**config.mk**
```make
export PLATFORM = sky130hd
export DESIGN_NAME = job_sequencing_with_deadlines
export DESIGN_NICKNAME = d
export VERILOG_FILES = /design/src/hdl/jsd_pkg.sv /design/src/hdl/job_sequencing_with_deadlines.sv /design/src/hdl/jsd_ram.sv /design/src/hdl/jsd_ctrl.sv /design/src/hdl/jsd_dp.sv
export VERILOG_INCLUDE_DIRS = /design/src /design/src/hdl
export SDC_FILE = /design/constraint.sdc
export NUM_CORES = 2
export LEC_CHECK = 0
export BUFFER_PORTS_ARGS = -buffer_cell sky130_fd_sc_hd__buf_2
export CORE_MARGIN = 2
export CORE_UTILIZATION = 40
export DETAILED_ROUTE_END_ITERATION = 8
export REMOVE_ABC_BUFFERS = 1
export SETUP_SLACK_MARGIN = 0.5
export SLEW_MARGIN = 5
export SYNTH_ARGS = -nofsm -noshare
export SYNTH_HDL_FRONTEND = slang
export SYNTH_HIERARCHICAL = 1
export SYNTH_SLANG_ARGS = --single-unit
```
**constraint.sdc**
```tcl
create_clock -name clock -period 10.9 [get_ports clock]
set_clock_uncertainty 0.05 [all_clocks]
set_input_delay 1.635 -clock clock [delete_from_list [all_inputs] [get_ports clock]]
set_output_delay 1.635 -clock clock [all_outputs]
set_load 0.01 [all_outputs]
```
**src/hdl/job_sequencing_with_deadlines_defines.svh**
```systemverilog
// Assertion macros shared by the job sequencing RTL.
`ifndef JOB_SEQUENCING_WITH_DEADLINES_DEFINES_SVH
`define JOB_SEQUENCING_WITH_DEADLINES_DEFINES_SVH

// Same-cycle implication, disabled during reset.
`define JSD_ASSERT_NOW(lbl, ante, cons, msg) \
   lbl: assert property (@(posedge clock) disable iff (reset) (ante) |-> (cons)) else $error(msg);

// Next-cycle implication, disabled during reset.
`define JSD_ASSERT_NEXT(lbl, ante, cons, msg) \
   lbl: assert property (@(posedge clock) disable iff (reset) (ante) |=> (cons)) else $error(msg);

`endif

```
**src/hdl/jsd_pkg.sv**
```systemverilog
// Shared types and constants for the job sequencing block.
`timescale 1ns / 1ps
`default_nettype none
package jsd_pkg;

   localparam int ID_W   = 8;
   localparam int DL_W   = 6;
   localparam int PF_W   = 16;
   localparam int SUM_W  = 21;
   localparam int JOB_W  = ID_W + DL_W + PF_W;
   localparam int SLOT_W = ID_W + PF_W;
   localparam int REQ_DATA_W = 32;
   localparam int RSP_DATA_W = 56;

   typedef enum logic [2:0] {
      S_LOAD,
      S_SCAN_INIT,
      S_SCAN,
      S_PLACE,
      S_EMIT_INIT,
      S_EMIT_RD,
      S_EMIT_LD,
      S_NOSLOT
   } state_type;

   // Commands from the controller to the datapath.
   typedef struct packed {
      logic load_en;
      logic scan_init;
      logic scan;
      logic pick;
      logic place;
      logic emit_init;
      logic emit_load;
      logic emit_none;
      logic clear;
   } cmd_type;

   // Status from the datapath to the controller.
   typedef struct packed {
      logic last_in;
      logic slots_full;
      logic scan_done;
      logic best_valid;
      logic place_done;
      logic no_slots;
      logic last_emit;
      logic out_free;
   } sts_type;

endpackage
`default_nettype wire

```
**src/hdl/job_sequencing_with_deadlines.sv**
```systemverilog
// Top level of the greedy job sequencing with deadlines block.
`timescale 1ns / 1ps
`default_nettype none
// Loads one job per item into a job store RAM; the item with tlast
// closes the batch. Scheduling then runs passes over the store: each
// pass reads every stored job once through the RAM port to find the next
// job in profit order, then places it by stepping down from its deadline
// one slot per cycle. At most n jobs are picked, and picking ends early
// once every slot up to the largest deadline is full. Scheduling time
// grows with each occupied slot stepped over on the way down, and the
// single read port of the job store means each pass reads one job at a
// time. Results follow one per slot from slot 1 upward, each held until
// taken, with the running profit total; a batch whose deadlines are all 0
// gives one result with slot number 0. New jobs are taken again as soon as
// the last result sits in the output register.
module job_sequencing_with_deadlines
   import jsd_pkg::*;
#(
   parameter int MAX_JOBS  = 64,
   parameter int MAX_SLOTS = 32
) (
   input  wire logic                  clock,
   input  wire logic                  reset,
   input  wire logic                  req_tvalid,
   output logic                       req_tready,
   // job_id[7:0], deadline[13:8], profit[29:14], zero [31:30]
   input  wire logic [REQ_DATA_W-1:0] req_tdata,
   input  wire logic                  req_tlast,
   output logic                       rsp_tvalid,
   input  wire logic                  rsp_tready,
   // slot_number[5:0], slot_used[6], placed_job_id[14:7], placed_profit[30:15],
   // profit_so_far[51:31], batch_overflow[52], zero [55:53]
   output logic [RSP_DATA_W-1:0]      rsp_tdata,
   output logic                       rsp_tlast
);

   cmd_type cmd;
   sts_type sts;

   logic [DL_W-1:0]  out_slot;
   logic             out_used;
   logic [ID_W-1:0]  out_id;
   logic [PF_W-1:0]  out_pf;
   logic [SUM_W-1:0] out_sum;
   logic             out_ovf;

   jsd_ctrl u_ctrl (
      .clock (clock),
      .reset (reset),
      .sts   (sts),
      .cmd   (cmd)
   );

   jsd_dp #(.MAX_JOBS(MAX_JOBS), .MAX_SLOTS(MAX_SLOTS)) u_dp (
      .clock     (clock),
      .reset     (reset),
      .cmd       (cmd),
      .sts       (sts),
      .req_valid (req_tvalid),
      .in_id     (req_tdata[7:0]),
      .in_dl     (req_tdata[13:8]),
      .in_pf     (req_tdata[29:14]),
      .in_last   (req_tlast),
      .rsp_ready (rsp_tready),
      .rsp_valid (rsp_tvalid),
      .out_slot  (out_slot),
      .out_used  (out_used),
      .out_id    (out_id),
      .out_pf    (out_pf),
      .out_sum   (out_sum),
      .out_ovf   (out_ovf),
      .out_last  (rsp_tlast)
   );

   // Item packing.
   assign req_tready = cmd.load_en;
   assign rsp_tdata  = {3'b000, out_ovf, out_sum, out_pf, out_id, out_used, out_slot};

endmodule
`default_nettype wire

```
**src/hdl/jsd_ram.sv**
```systemverilog
// Generic single-write, single-read RAM with registered read data.
`timescale 1ns / 1ps
`default_nettype none
module jsd_ram #(
   parameter int WIDTH = 8,
   parameter int DEPTH = 16,
   parameter int AW    = (DEPTH > 1) ? $clog2(DEPTH) : 1
) (
   input  wire logic             clock,
   input  wire logic             wr_en,
   input  wire logic [AW-1:0]    wr_addr,
   input  wire logic [WIDTH-1:0] wr_data,
   input  wire logic [AW-1:0]    rd_addr,
   output logic      [WIDTH-1:0] rd_data
);

   logic [WIDTH-1:0] mem_ff [DEPTH];

   // Write port and registered read port.
   always_ff @(posedge clock) begin
      if (wr_en) begin
         mem_ff[wr_addr] <= wr_data;
      end
      rd_data <= mem_ff[rd_addr];
   end

endmodule
`default_nettype wire

```
**src/hdl/jsd_ctrl.sv**
```systemverilog
// Controller state machine for the job sequencing block.
`timescale 1ns / 1ps
`default_nettype none
module jsd_ctrl
   import jsd_pkg::*;
(
   input  wire logic    clock,
   input  wire logic    reset,
   input  wire sts_type sts,
   output cmd_type      cmd
);

   state_type state_ff, state_in;

   // State register.
   always_ff @(posedge clock) begin
      if (reset) begin
         state_ff <= S_LOAD;
      end else begin
         state_ff <= state_in;
      end
   end

   // Next state and commands.
   always_comb begin
      state_in = state_ff;
      cmd      = '0;
      unique case (state_ff)
         S_LOAD: begin
            cmd.load_en = 1'b1;
            if (sts.last_in) begin
               state_in = S_SCAN_INIT;
            end
         end
         S_SCAN_INIT: begin
            cmd.scan_init = 1'b1;
            if (sts.slots_full) begin
               state_in = S_EMIT_INIT;
            end else begin
               state_in = S_SCAN;
            end
         end
         S_SCAN: begin
            cmd.scan = 1'b1;
            if (sts.scan_done) begin
               if (sts.best_valid) begin
                  cmd.pick = 1'b1;
                  state_in = S_PLACE;
               end else begin
                  state_in = S_EMIT_INIT;
               end
            end
         end
         S_PLACE: begin
            cmd.place = 1'b1;
            if (sts.place_done) begin
               state_in = S_SCAN_INIT;
            end
         end
         S_EMIT_INIT: begin
            cmd.emit_init = 1'b1;
            if (sts.no_slots) begin
               state_in = S_NOSLOT;
            end else begin
               state_in = S_EMIT_RD;
            end
         end
         S_EMIT_RD: begin
            state_in = S_EMIT_LD;
         end
         S_EMIT_LD: begin
            if (sts.out_free) begin
               cmd.emit_load = 1'b1;
               if (sts.last_emit) begin
                  cmd.clear = 1'b1;
                  state_in  = S_LOAD;
               end else begin
                  state_in = S_EMIT_RD;
               end
            end
         end
         S_NOSLOT: begin
            if (sts.out_free) begin
               cmd.emit_none = 1'b1;
               cmd.clear     = 1'b1;
               state_in      = S_LOAD;
            end
         end
         default: begin
            state_in = S_LOAD;
         end
      endcase
   end

endmodule
`default_nettype wire

```
**src/hdl/jsd_dp.sv**
```systemverilog
// Datapath for the job sequencing block: job store, ranking scan, slot table and result register.
`timescale 1ns / 1ps
`default_nettype none
`include "job_sequencing_with_deadlines_defines.svh"
module jsd_dp
   import jsd_pkg::*;
#(
   parameter int MAX_JOBS  = 64,
   parameter int MAX_SLOTS = 32
) (
   input  wire logic                  clock,
   input  wire logic                  reset,
   input  wire cmd_type               cmd,
   output sts_type                    sts,
   input  wire logic                  req_valid,
   input  wire logic [ID_W-1:0]       in_id,
   input  wire logic [DL_W-1:0]       in_dl,
   input  wire logic [PF_W-1:0]       in_pf,
   input  wire logic                  in_last,
   input  wire logic                  rsp_ready,
   output logic                       rsp_valid,
   output logic [DL_W-1:0]            out_slot,
   output logic                       out_used,
   output logic [ID_W-1:0]            out_id,
   output logic [PF_W-1:0]            out_pf,
   output logic [SUM_W-1:0]           out_sum,
   output logic                       out_ovf,
   output logic                       out_last
);

   localparam int CNT_W  = $clog2(MAX_JOBS + 1);
   localparam int IDX_W  = $clog2(MAX_JOBS);
   localparam int SIDX_W = (MAX_SLOTS > 1) ? $clog2(MAX_SLOTS) : 1;

   // Batch state.
   logic [CNT_W-1:0] count_ff;
   logic [DL_W-1:0]  largest_ff;
   logic [DL_W-1:0]  filled_ff;
   logic             ovf_ff;
   logic [MAX_SLOTS-1:0] full_ff;

   // Ranking scan state.
   logic [CNT_W-1:0] cnt_ff;
   logic             rd_valid_ff;
   logic [IDX_W-1:0] rd_idx_ff;
   logic             have_prev_ff;
   logic [PF_W-1:0]  prev_pf_ff;
   logic [IDX_W-1:0] prev_idx_ff;
   logic             best_valid_ff;
   logic [PF_W-1:0]  best_pf_ff;
   logic [IDX_W-1:0] best_idx_ff;
   logic [DL_W-1:0]  best_dl_ff;
   logic [ID_W-1:0]  best_id_ff;

   // Placement and emission state.
   logic [DL_W-1:0]  k_ff;
   logic [ID_W-1:0]  pick_id_ff;
   logic [PF_W-1:0]  pick_pf_ff;
   logic [DL_W-1:0]  s_ff;
   logic [SUM_W-1:0] sum_ff;

   logic             accept;
   logic             store_en;
   logic [DL_W-1:0]  in_dl_clamp;
   logic [JOB_W-1:0] job_rd;
   logic [ID_W-1:0]  rd_id;
   logic [DL_W-1:0]  rd_dl;
   logic [PF_W-1:0]  rd_pf;
   logic             eligible;
   logic             better;
   logic             issue;
   logic [SIDX_W-1:0] kidx;
   logic [SIDX_W-1:0] sidx;
   logic             k_taken;
   logic             k_free;
   logic [SLOT_W-1:0] slot_rd;
   logic [PF_W-1:0]  emit_pf;
   logic [ID_W-1:0]  emit_id;
   logic             emit_used;
   logic [SUM_W-1:0] new_sum;

   // Load side.
   assign accept      = req_valid && cmd.load_en;
   assign store_en    = accept && (count_ff != CNT_W'(MAX_JOBS));
   assign in_dl_clamp = ({1'b0, in_dl} > 7'(MAX_SLOTS)) ? DL_W'(MAX_SLOTS) : in_dl;

   jsd_ram #(.WIDTH(JOB_W), .DEPTH(MAX_JOBS), .AW(IDX_W)) u_job_ram (
      .clock   (clock),
      .wr_en   (store_en),
      .wr_addr (count_ff[IDX_W-1:0]),
      .wr_data ({in_id, in_dl_clamp, in_pf}),
      .rd_addr (cnt_ff[IDX_W-1:0]),
      .rd_data (job_rd)
   );

   assign rd_id = job_rd[JOB_W-1 -: ID_W];
   assign rd_dl = job_rd[PF_W +: DL_W];
   assign rd_pf = job_rd[PF_W-1:0];

   // Ranking: the next job is the best one ordered strictly after the previous pick.
   assign eligible = !have_prev_ff || (rd_pf < prev_pf_ff) ||
                     ((rd_pf == prev_pf_ff) && (rd_idx_ff > prev_idx_ff));
   assign better   = !best_valid_ff || (rd_pf > best_pf_ff);
   assign issue    = cmd.scan && (cnt_ff != count_ff);

   // Placement: walk down from the deadline to the latest free slot.
   assign kidx    = SIDX_W'(k_ff - DL_W'(1));
   assign k_taken = (k_ff != '0) && full_ff[kidx];
   assign k_free  = (k_ff != '0) && !full_ff[kidx];

   jsd_ram #(.WIDTH(SLOT_W), .DEPTH(MAX_SLOTS), .AW(SIDX_W)) u_slot_ram (
      .clock   (clock),
      .wr_en   (cmd.place && k_free),
      .wr_addr (kidx),
      .wr_data ({pick_id_ff, pick_pf_ff}),
      .rd_addr (sidx),
      .rd_data (slot_rd)
   );

   // Emission values for the slot being reported.
   assign sidx      = SIDX_W'(s_ff - DL_W'(1));
   assign emit_used = full_ff[sidx];
   assign emit_id   = emit_used ? slot_rd[SLOT_W-1 -: ID_W] : '0;
   assign emit_pf   = emit_used ? slot_rd[PF_W-1:0] : '0;
   assign new_sum   = sum_ff + SUM_W'(emit_pf);

   // Batch registers.
   always_ff @(posedge clock) begin
      if (reset || cmd.clear) begin
         count_ff     <= '0;
         largest_ff   <= '0;
         filled_ff    <= '0;
         ovf_ff       <= 1'b0;
         full_ff      <= '0;
         have_prev_ff <= 1'b0;
      end else begin
         if (store_en) begin
            count_ff <= count_ff + CNT_W'(1);
            if (in_dl_clamp > largest_ff) begin
               largest_ff <= in_dl_clamp;
            end
         end else if (accept) begin
            ovf_ff <= 1'b1;
         end
         if (cmd.place && k_free) begin
            full_ff[kidx] <= 1'b1;
            filled_ff     <= filled_ff + DL_W'(1);
         end
         if (cmd.pick) begin
            have_prev_ff <= 1'b1;
         end
      end
   end

   // Scan pipeline control.
   always_ff @(posedge clock) begin
      if (reset) begin
         rd_valid_ff   <= 1'b0;
         best_valid_ff <= 1'b0;
         cnt_ff        <= '0;
      end else if (cmd.scan_init) begin
         rd_valid_ff   <= 1'b0;
         best_valid_ff <= 1'b0;
         cnt_ff        <= '0;
      end else begin
         rd_valid_ff <= issue;
         if (issue) begin
            cnt_ff <= cnt_ff + CNT_W'(1);
         end
         if (rd_valid_ff && eligible && better) begin
            best_valid_ff <= 1'b1;
         end
      end
   end

   // Scan and placement payload.
   always_ff @(posedge clock) begin
      rd_idx_ff <= cnt_ff[IDX_W-1:0];
      if (rd_valid_ff && eligible && better && !cmd.scan_init) begin
         best_pf_ff  <= rd_pf;
         best_idx_ff <= rd_idx_ff;
         best_dl_ff  <= rd_dl;
         best_id_ff  <= rd_id;
      end
      if (cmd.pick) begin
         prev_pf_ff  <= best_pf_ff;
         prev_idx_ff <= best_idx_ff;
         k_ff        <= best_dl_ff;
         pick_id_ff  <= best_id_ff;
         pick_pf_ff  <= best_pf_ff;
      end else if (cmd.place && k_taken) begin
         k_ff <= k_ff - DL_W'(1);
      end
      if (cmd.emit_init) begin
         s_ff   <= DL_W'(1);
         sum_ff <= '0;
      end else if (cmd.emit_load) begin
         s_ff   <= s_ff + DL_W'(1);
         sum_ff <= new_sum;
      end
   end

   // Result register.
   always_ff @(posedge clock) begin
      if (reset) begin
         rsp_valid <= 1'b0;
      end else if (cmd.emit_load || cmd.emit_none) begin
         rsp_valid <= 1'b1;
      end else if (rsp_ready) begin
         rsp_valid <= 1'b0;
      end
   end

   always_ff @(posedge clock) begin
      if (cmd.emit_load) begin
         out_slot <= s_ff;
         out_used <= emit_used;
         out_id   <= emit_id;
         out_pf   <= emit_pf;
         out_sum  <= new_sum;
         out_ovf  <= ovf_ff;
         out_last <= (s_ff == largest_ff);
      end else if (cmd.emit_none) begin
         out_slot <= '0;
         out_used <= 1'b0;
         out_id   <= '0;
         out_pf   <= '0;
         out_sum  <= '0;
         out_ovf  <= ovf_ff;
         out_last <= 1'b1;
      end
   end

   // Status to the controller.
   always_comb begin
      sts            = '0;
      sts.last_in    = accept && in_last;
      sts.slots_full = (filled_ff == largest_ff);
      sts.scan_done  = (cnt_ff == count_ff) && !rd_valid_ff;
      sts.best_valid = best_valid_ff;
      sts.place_done = (k_ff == '0) || !full_ff[kidx];
      sts.no_slots   = (largest_ff == '0);
      sts.last_emit  = (s_ff == largest_ff);
      sts.out_free   = !rsp_valid || rsp_ready;
   end

   `JSD_ASSERT_NOW(a_filled_bound, 1'b1, filled_ff <= largest_ff, "more slots filled than exist")
   `JSD_ASSERT_NOW(a_count_bound, 1'b1, count_ff <= CNT_W'(MAX_JOBS), "job count past capacity")
   `JSD_ASSERT_NEXT(a_clear_batch, cmd.clear, (count_ff == '0) && (full_ff == '0),
                    "batch not cleared after last result")
   `JSD_ASSERT_NOW(a_place_free, cmd.place && k_free, filled_ff != largest_ff,
                   "placement attempted with all slots full")

endmodule
`default_nettype wire
```
== Word-level counts from Yosys, hierarchy flattened ==
Memory sizes are Yosys's and may differ from the RTL's. A register that Yosys moved wholly into a read port is not among the register bits.
Cells that the tools add are included.
Word-level totals
  flip-flop bits (word level): 225
  memories kept: 2
  word-level logic and storage cells: 159
  output and inout port bits: 59
  bits in writable memories: 2688
  input port bits: 37
Memory list
  u_dp.u_job_ram.mem_ff: depth 64, width 30, rd ports 1, clocked after memory_dff 1, wr ports 1, RTL line jsd_ram.sv:17  | logic [WIDTH-1:0] mem_ff [DEPTH];
  u_dp.u_slot_ram.mem_ff: depth 32, width 24, rd ports 1, clocked after memory_dff 1, wr ports 1, RTL line jsd_ram.sv:17
Cells by class
  reduce and logical (&&, ||, !) cells: 38
  bitwise logic cells: 2
  add/subtract/negate cells: 7
  order comparisons: 8
  mux-type cells: 55
  equal/unequal tests: 18
Operator list (number)
  $mux 16: 3
  $mux 21: 2
  $or 32x32->32: 1
  $mux 6: 5
  $mux 1: 26
  $mux 3: 8
  $mux 8: 3
  $pmux 3 s8: 1
  $add 21x16->21: 1
  $eq 16x16->1: 1
  $gt 16x16->1: 1
  $lt 16x16->1: 1
  $add 7x1->7 const B: 2
  $logic_and 1x1->1: 14
  $add 6x1->6 const B: 2
  $eq 3x3->1 const B: 4
  $eq 6x6->1: 2
  $gt 6x6->1: 2
  $logic_not 6->1: 2
  $lt 5x6->1 const B: 2
  $bmux 1 s5: 2
  $ne 2x2->1 const B: 5
  $eq 7x7->1: 1
  $logic_or 1x1->1: 7
  19 further kinds: 30

== Logic depth before layout (Yosys ltp) ==
  depth in word-level cells: 8
  mapped depth: 18
  mapped depth without buffers: 15

== By module ==
Netlist, hierarchy kept.
By module, submodules not included
  jsd_ram at u_dp.u_job_ram: area an instance 73968.4 um^2, cells each 3309, sequential area each 58255.9 um^2, times used 1
  jsd_ram at u_dp.u_slot_ram: area an instance 30483.0 um^2, cells each 1711, sequential area each 23542.6 um^2, times used 1
  jsd_dp: area an instance 10963.0 um^2, cells each 965, sequential area each 5705.5 um^2, times used 1
  jsd_ctrl: area an instance 316.6 um^2, cells each 44, sequential area each 60.1 um^2, times used 1
  job_sequencing_with_deadlines: area an instance 41.3 um^2, cells each 6, sequential area each 0.0 um^2, times used 1

== Worst setup path after synthesis ==
OpenSTA, ideal clock, no wires.
  path kind: reg-to-reg
  start point: reg u_dp.s_ff[0]
  end point: reg u_dp.sum_ff[20]
  data arrival time: 5.396 ns
  library setup time: 0.121 ns
  cell stages (with the launch flop): 19
  required time: 10.729 ns
  clock period less this slack: 5.566 ns
  slack: 5.334 ns
  path buffers: 3
  cell sequence: dfxtp_1 -> buf_2 -> inv_1 -> ha_1 -> clkbuf_1 -> mux4_2 -> mux4_2 -> mux2i_2 -> clkbuf_1 -> nor2b_1 -> ha_1 -> fa_1 -> a21o_1 -> a21oi_1 -> o21ai_0 -> a221oi_1 -> o21ai_0 -> nand4_1 -> mux2_2
On the way
  cells in the longest elaborated chain, start to end: 5
Ends and longest elaborated chain
  start, declared: RTL line jsd_dp.sv:59  | logic [DL_W-1:0] s_ff;
  start signal, assigned: RTL line jsd_dp.sv:198  | s_ff <= s_ff + DL_W'(1);
  $sub 5x1->5: RTL line jsd_dp.sv:121  | assign sidx = SIDX_W'(s_ff - DL_W'(1));
  via u_dp.sidx[0]: RTL line jsd_dp.sv:73  | logic [SIDX_W-1:0] sidx;
  $bmux 1 s5: RTL line jsd_dp.sv:122  | assign emit_used = full_ff[sidx];
  $mux 1 (not written as such): RTL line jsd_dp.sv:122
  $mux 16: RTL line jsd_dp.sv:124  | assign emit_pf = emit_used ? slot_rd[PF_W-1:0] : '0;
  via u_dp.emit_pf[0]: RTL line jsd_dp.sv:77  | logic [PF_W-1:0] emit_pf;
  $add 21x16->21: RTL line jsd_dp.sv:125  | assign new_sum = sum_ff + SUM_W'(emit_pf);
  end signal, assigned: RTL line jsd_dp.sv:199  | sum_ff <= new_sum;
  end, declared: RTL line jsd_dp.sv:60  | logic [SUM_W-1:0] sum_ff;
The timed path passes the listed nets, and every way through them passes these cells. The select of a mux whose other input is x is not followed.
A chain may end at the register's enable or synchronous reset.

== Final worst setup path ==
Ends and elaborated chain as after synthesis.

==> tab_implementation.tex <==
\begin{tabular}{lr}
\hline
Metric & Value \\
\hline
\multicolumn{2}{l}{\textbf{Layout}} \\
Share of cells above drive strength 1 & 19.81\% \\
Synth-to-layout area growth & 13.14\% \\
Fill cell count & 24.25k \\
Number of nets at the end of the flow & 6400 \\
\multicolumn{2}{l}{\textbf{Synth}} \\
Leading cell type by number of instances after synthesis & edfxtp\_1 \\
Post-synthesis instance area & 115800 um2 \\
Synthesized-area fraction occupied by xor and xnor cells & 0.4377\% \\
Multiplexer fraction of the synthesized cell area & 13.79\% \\
Library cell occupying the most area in the post-synthesis netlist & edfxtp\_1 \\
Proportion of register bits with asynchronous set or reset after synthesis & 0\% \\
Number of synthesized flops with an enable pin & 2814 \\
Post-Syn Area per Cell & 19.18 um2 \\
Area fraction in and, or, nand and nor cells after synthesis & 3.516\% \\
Most instantiated cells after synthesis & edfxtp\_1 (2814), mux2i\_1 (628), mux4\_2 (426) \\
Warning count from the yosys run & 6 \\
Count of mapped cells out of synthesis & 6035 \\
Combinational family with the most area after synthesis & multiplexers \\
Seq/Total Area, Yosys & 75.63\% \\
Compound-cell area share of the yosys netlist & 4.024\% \\
Number of register bits inferred by synthesis & 2967 \\
Flip-flop cell with the highest count after synthesis & edfxtp\_1 \\
Count of unique library cells instantiated by Yosys & 80 \\
Share of the synthesized area in the top cell type & 72.99\% \\
Cell types with the largest area share after synthesis & edfxtp\_1 (73\%), mux4\_2 (8.3\%), mux2i\_1 (5.4\%) \\
Synth Area in Adders & 0.7738\% \\
\multicolumn{2}{l}{\textbf{STA}} \\
Slew at the pin with the worst max-slew slack & 1304 ps \\
Final count of negative-setup-slack endpoints & 0 \\
Final total negative setup slack & 0 ps \\
FMAX & 0.1439 GHz \\
Ratio of final minimum period to clock period & 63.76\% \\
Unrepaired setup endpoints after global routing & no \\
Final hold vios & 0 \\
Setup slack of the critical path after layout & 3950 ps \\
Min Tclk post-route & 6950 ps \\
Pins Over Slew Limit & 0 \\
Relative slew slack & 12.50\% \\
\multicolumn{2}{l}{\textbf{Clock tree}} \\
Clock buffer count from CTS & 298 \\
Maximum level of the CTS H-tree & 5 \\
Clock-pin slew on the worst setup and hold paths & 60 ps \\
Post-CTS setup-driven buffer insertion count & 0 \\
Clock tree from TritonCTS & yes \\
CTS Root Buffer Type & clkbuf\_16 \\
Hold\_buf cts & 0 \\
Post-cts sizing count & 0 \\
CTS Buffer Depth & 4 \\
Later-pin clock latency in the skew report & 860 ps \\
Clock sinks & 2967 \\
\multicolumn{2}{l}{\textbf{Floorplan}} \\
Number of ports placed on the die boundary & 96 \\
Area of the placeable core & 287900 um2 \\
Die Footprint & 293700 um2 \\
Die Y & 542.0 um \\
X dimension of the die & 542.0 um \\
Count of standard-cell rows & 197 \\
Initial Util & 40.21\% \\
\multicolumn{2}{l}{\textbf{Drt}} \\
Final wirelength & 276100 um \\
Vias after detailed routing & 57.71k \\
DRT iter0 DRCs & 5338 \\
Count of nets left with antenna violations after detail routing & 0 \\
Post-route DRC violation count & 0 \\
Detailed-route vias per instance & 5.604 \\
Mean routed wirelength per cell & 26.81 um \\
Detailed-routing iteration count for the pre-antenna-repair pass & 5 \\
\multicolumn{2}{l}{\textbf{Status}} \\
Run status & complete, no violations \\
\multicolumn{2}{l}{\textbf{Power and ir drop}} \\
Leakage component of the power & 0.04019 uW \\
Total power per unit cell area & 199.8 nW/um2 \\
Total design power & 26170 uW \\
Maximum vdd ir drop & 0.1537 mV \\
\multicolumn{2}{l}{\textbf{Worst setup path}} \\
Crit path required time & 11580 ps \\
Worst reg-to-reg path cell count & 16 \\
Critical path peak fanout & 93 \\
Setup slack of the most critical reg-to-reg path & 3950 ps \\
Startpoint kind of the worst setup timing path & register \\
Source of the worst register-to-register timing path & u\_dp/s\_ff[0]\$\_SDFFE\_PP1P\_ \\
Endpoint class of the critical path & register \\
CP Class & register to register \\
Crit Reg-Reg Endpoint & u\_dp/sum\_ff[20]\$\_SDFFE\_PP0P\_ \\
Data arrival time of the critical path & 7630 ps \\
\multicolumn{2}{l}{\textbf{Min path}} \\
Capture endpoint of the worst hold path & u\_dp/best\_dl\_ff[3]\$\_DFFE\_PP\_ \\
Startpoint of the most critical hold path & u\_dp/u\_job\_ram/rd\_data[19]\$\_DFF\_P\_ \\
Classification of the worst-slack hold path & register to register \\
Worst Hold Depth & 0 \\
\multicolumn{2}{l}{\textbf{Global routing}} \\
Largest net degree at the start of global routing & 111 \\
Aggregate global-route resource usage & 18.47\% \\
Initial antenna violation count & 18 \\
Vias in the first global route & 57.98k \\
Wire length of the first global-routing pass & 400400 um \\
Overall overflow remaining after global route & 0 \\
\multicolumn{2}{l}{\textbf{Placement}} \\
Post-DP HPWL & 157000 um \\
Placement-stage worst setup slack & 3899 ps \\
Count of input and output buffers & 90 \\
Routability cong. & 0.8176 \\
\multicolumn{2}{l}{\textbf{Flow run}} \\
Count of max-cap constraint violations & 0 \\
\hline
\end{tabular}
cell usage in the layout (no fill, tap or decap), drive strengths merged, types with 45 or more instances in the layout:
cell       n
nand2    141
clkinv   100
a22o      73
a21oi    116
nand3    118
nor2     246
mux2i    629
clkbuf   373
nor2b     72
o21ai     53
edfxtp  2814
inv       80
dfxtp    153
mux4     426
nor3      54
ha        70
and2      45
a22oi    183
buf      290
layer usage:
layer  up-vias  track usage [%]  wire length, um
li1      25020                -                -
met1     30590            24.85           115200
met2      1687            31.12           137600
met3       416            2.645            14980
met4         8            5.590             8286
met5         -                0               49
worst max-delay path, cell delays in order (launching register included):
cell and delay [ps]:
dfxtp_1 980, inv_8 470, ha_1 790, mux4_2 560, mux4_2 470, mux2i_2 160
buf_4 290, nor2b_1 80, ha_1 220, fa_1 420, a21o_1 200, a21oi_1 260
o21ai_0 160, a221oi_1 780, o21ai_0 370, nand4_1 200, mux2_2 340
stage by stage:
step / area, um2 / util [%] / cells / hold slack (ps)
after floorplan: 113900 / - / 5702 / 335.5
after global placement: 121400 / 42.16 / 9773 / 342.2
after detailed placement: 121400 / 42.16 / 9773 / 339.5
after CTS: 131000 / 45.49 / 10290 / 354.0
after global routing: 131000 / 45.49 / 10290 / 361.9
final: 131000 / 45.50 / 10300 / 354.6
worst max-delay path by stage:
stage	slack (ps)	startpoint	endpoint
floorplan	-12300	u_dp/cnt_ff[0]$_SDFFE_PP0P_	u_dp/u_job_ram/rd_data[21]$_DFF_P_
global placement	3810	u_dp/s_ff[0]$_SDFFE_PP1P_	u_dp/sum_ff[20]$_SDFFE_PP0P_
detailed placement	3900	u_dp/s_ff[0]$_SDFFE_PP1P_	u_dp/sum_ff[20]$_SDFFE_PP0P_
CTS	3860	u_dp/s_ff[0]$_SDFFE_PP1P_	u_dp/sum_ff[20]$_SDFFE_PP0P_
global route	3480	u_dp/s_ff[0]$_SDFFE_PP1P_	u_dp/sum_ff[20]$_SDFFE_PP0P_
finish	3950	u_dp/s_ff[0]$_SDFFE_PP1P_	u_dp/sum_ff[20]$_SDFFE_PP0P_
cells by family (layout without fill, tap and decap cells):
group	count (synthesis)	after routing
DFF	2967	2967
muxes	1061	1061
and+or+nand+nor	823	823
AOI/OAI and AO/OA	651	651
buffers and inverters	407	882
adders and majority gates	71	71
xor gates and xnor gates	54	54
other	1	8
cell type report:
| type | count | area, um2 | share of cell area, % |
|---|---|---|---|
| inverters | 72 | 277.8 | 0.2121 |
| multi-input cells | 2663 | 26780 | 20.45 |
| diodes | 5 | 12.51 | 0.009552 |
| repair buffers | 290 | 2017 | 1.540 |
| clock buffers | 373 | 8000 | 6.108 |
| well taps | 3781 | 4731 | 3.612 |
| clock inverters | 147 | 1587 | 1.211 |
| flip-flops and latches | 2967 | 87580 | 66.86 |
state kept, by name (all words and copies together), names as in the netlist, 21 cells and up:
signal / flops
u_dp/u_slot_ram/rd_data: 24
u_dp/out_sum: 21
u_dp/u_job_ram/rd_data: 30
u_dp/full_ff: 32
u_dp/sum_ff: 21
u_dp/u_slot_ram/mem_ff: 768
u_dp/u_job_ram/mem_ff: 1920
power breakdown:
part           switching (uW)  total [uW]  internal [uW]
Sequential                160       12800          12600
Combinational            2020        3240           1220
Clock                    4190       10100           5940
Total                    6370       26200          19800
Power figures use the tool's default switching activity.
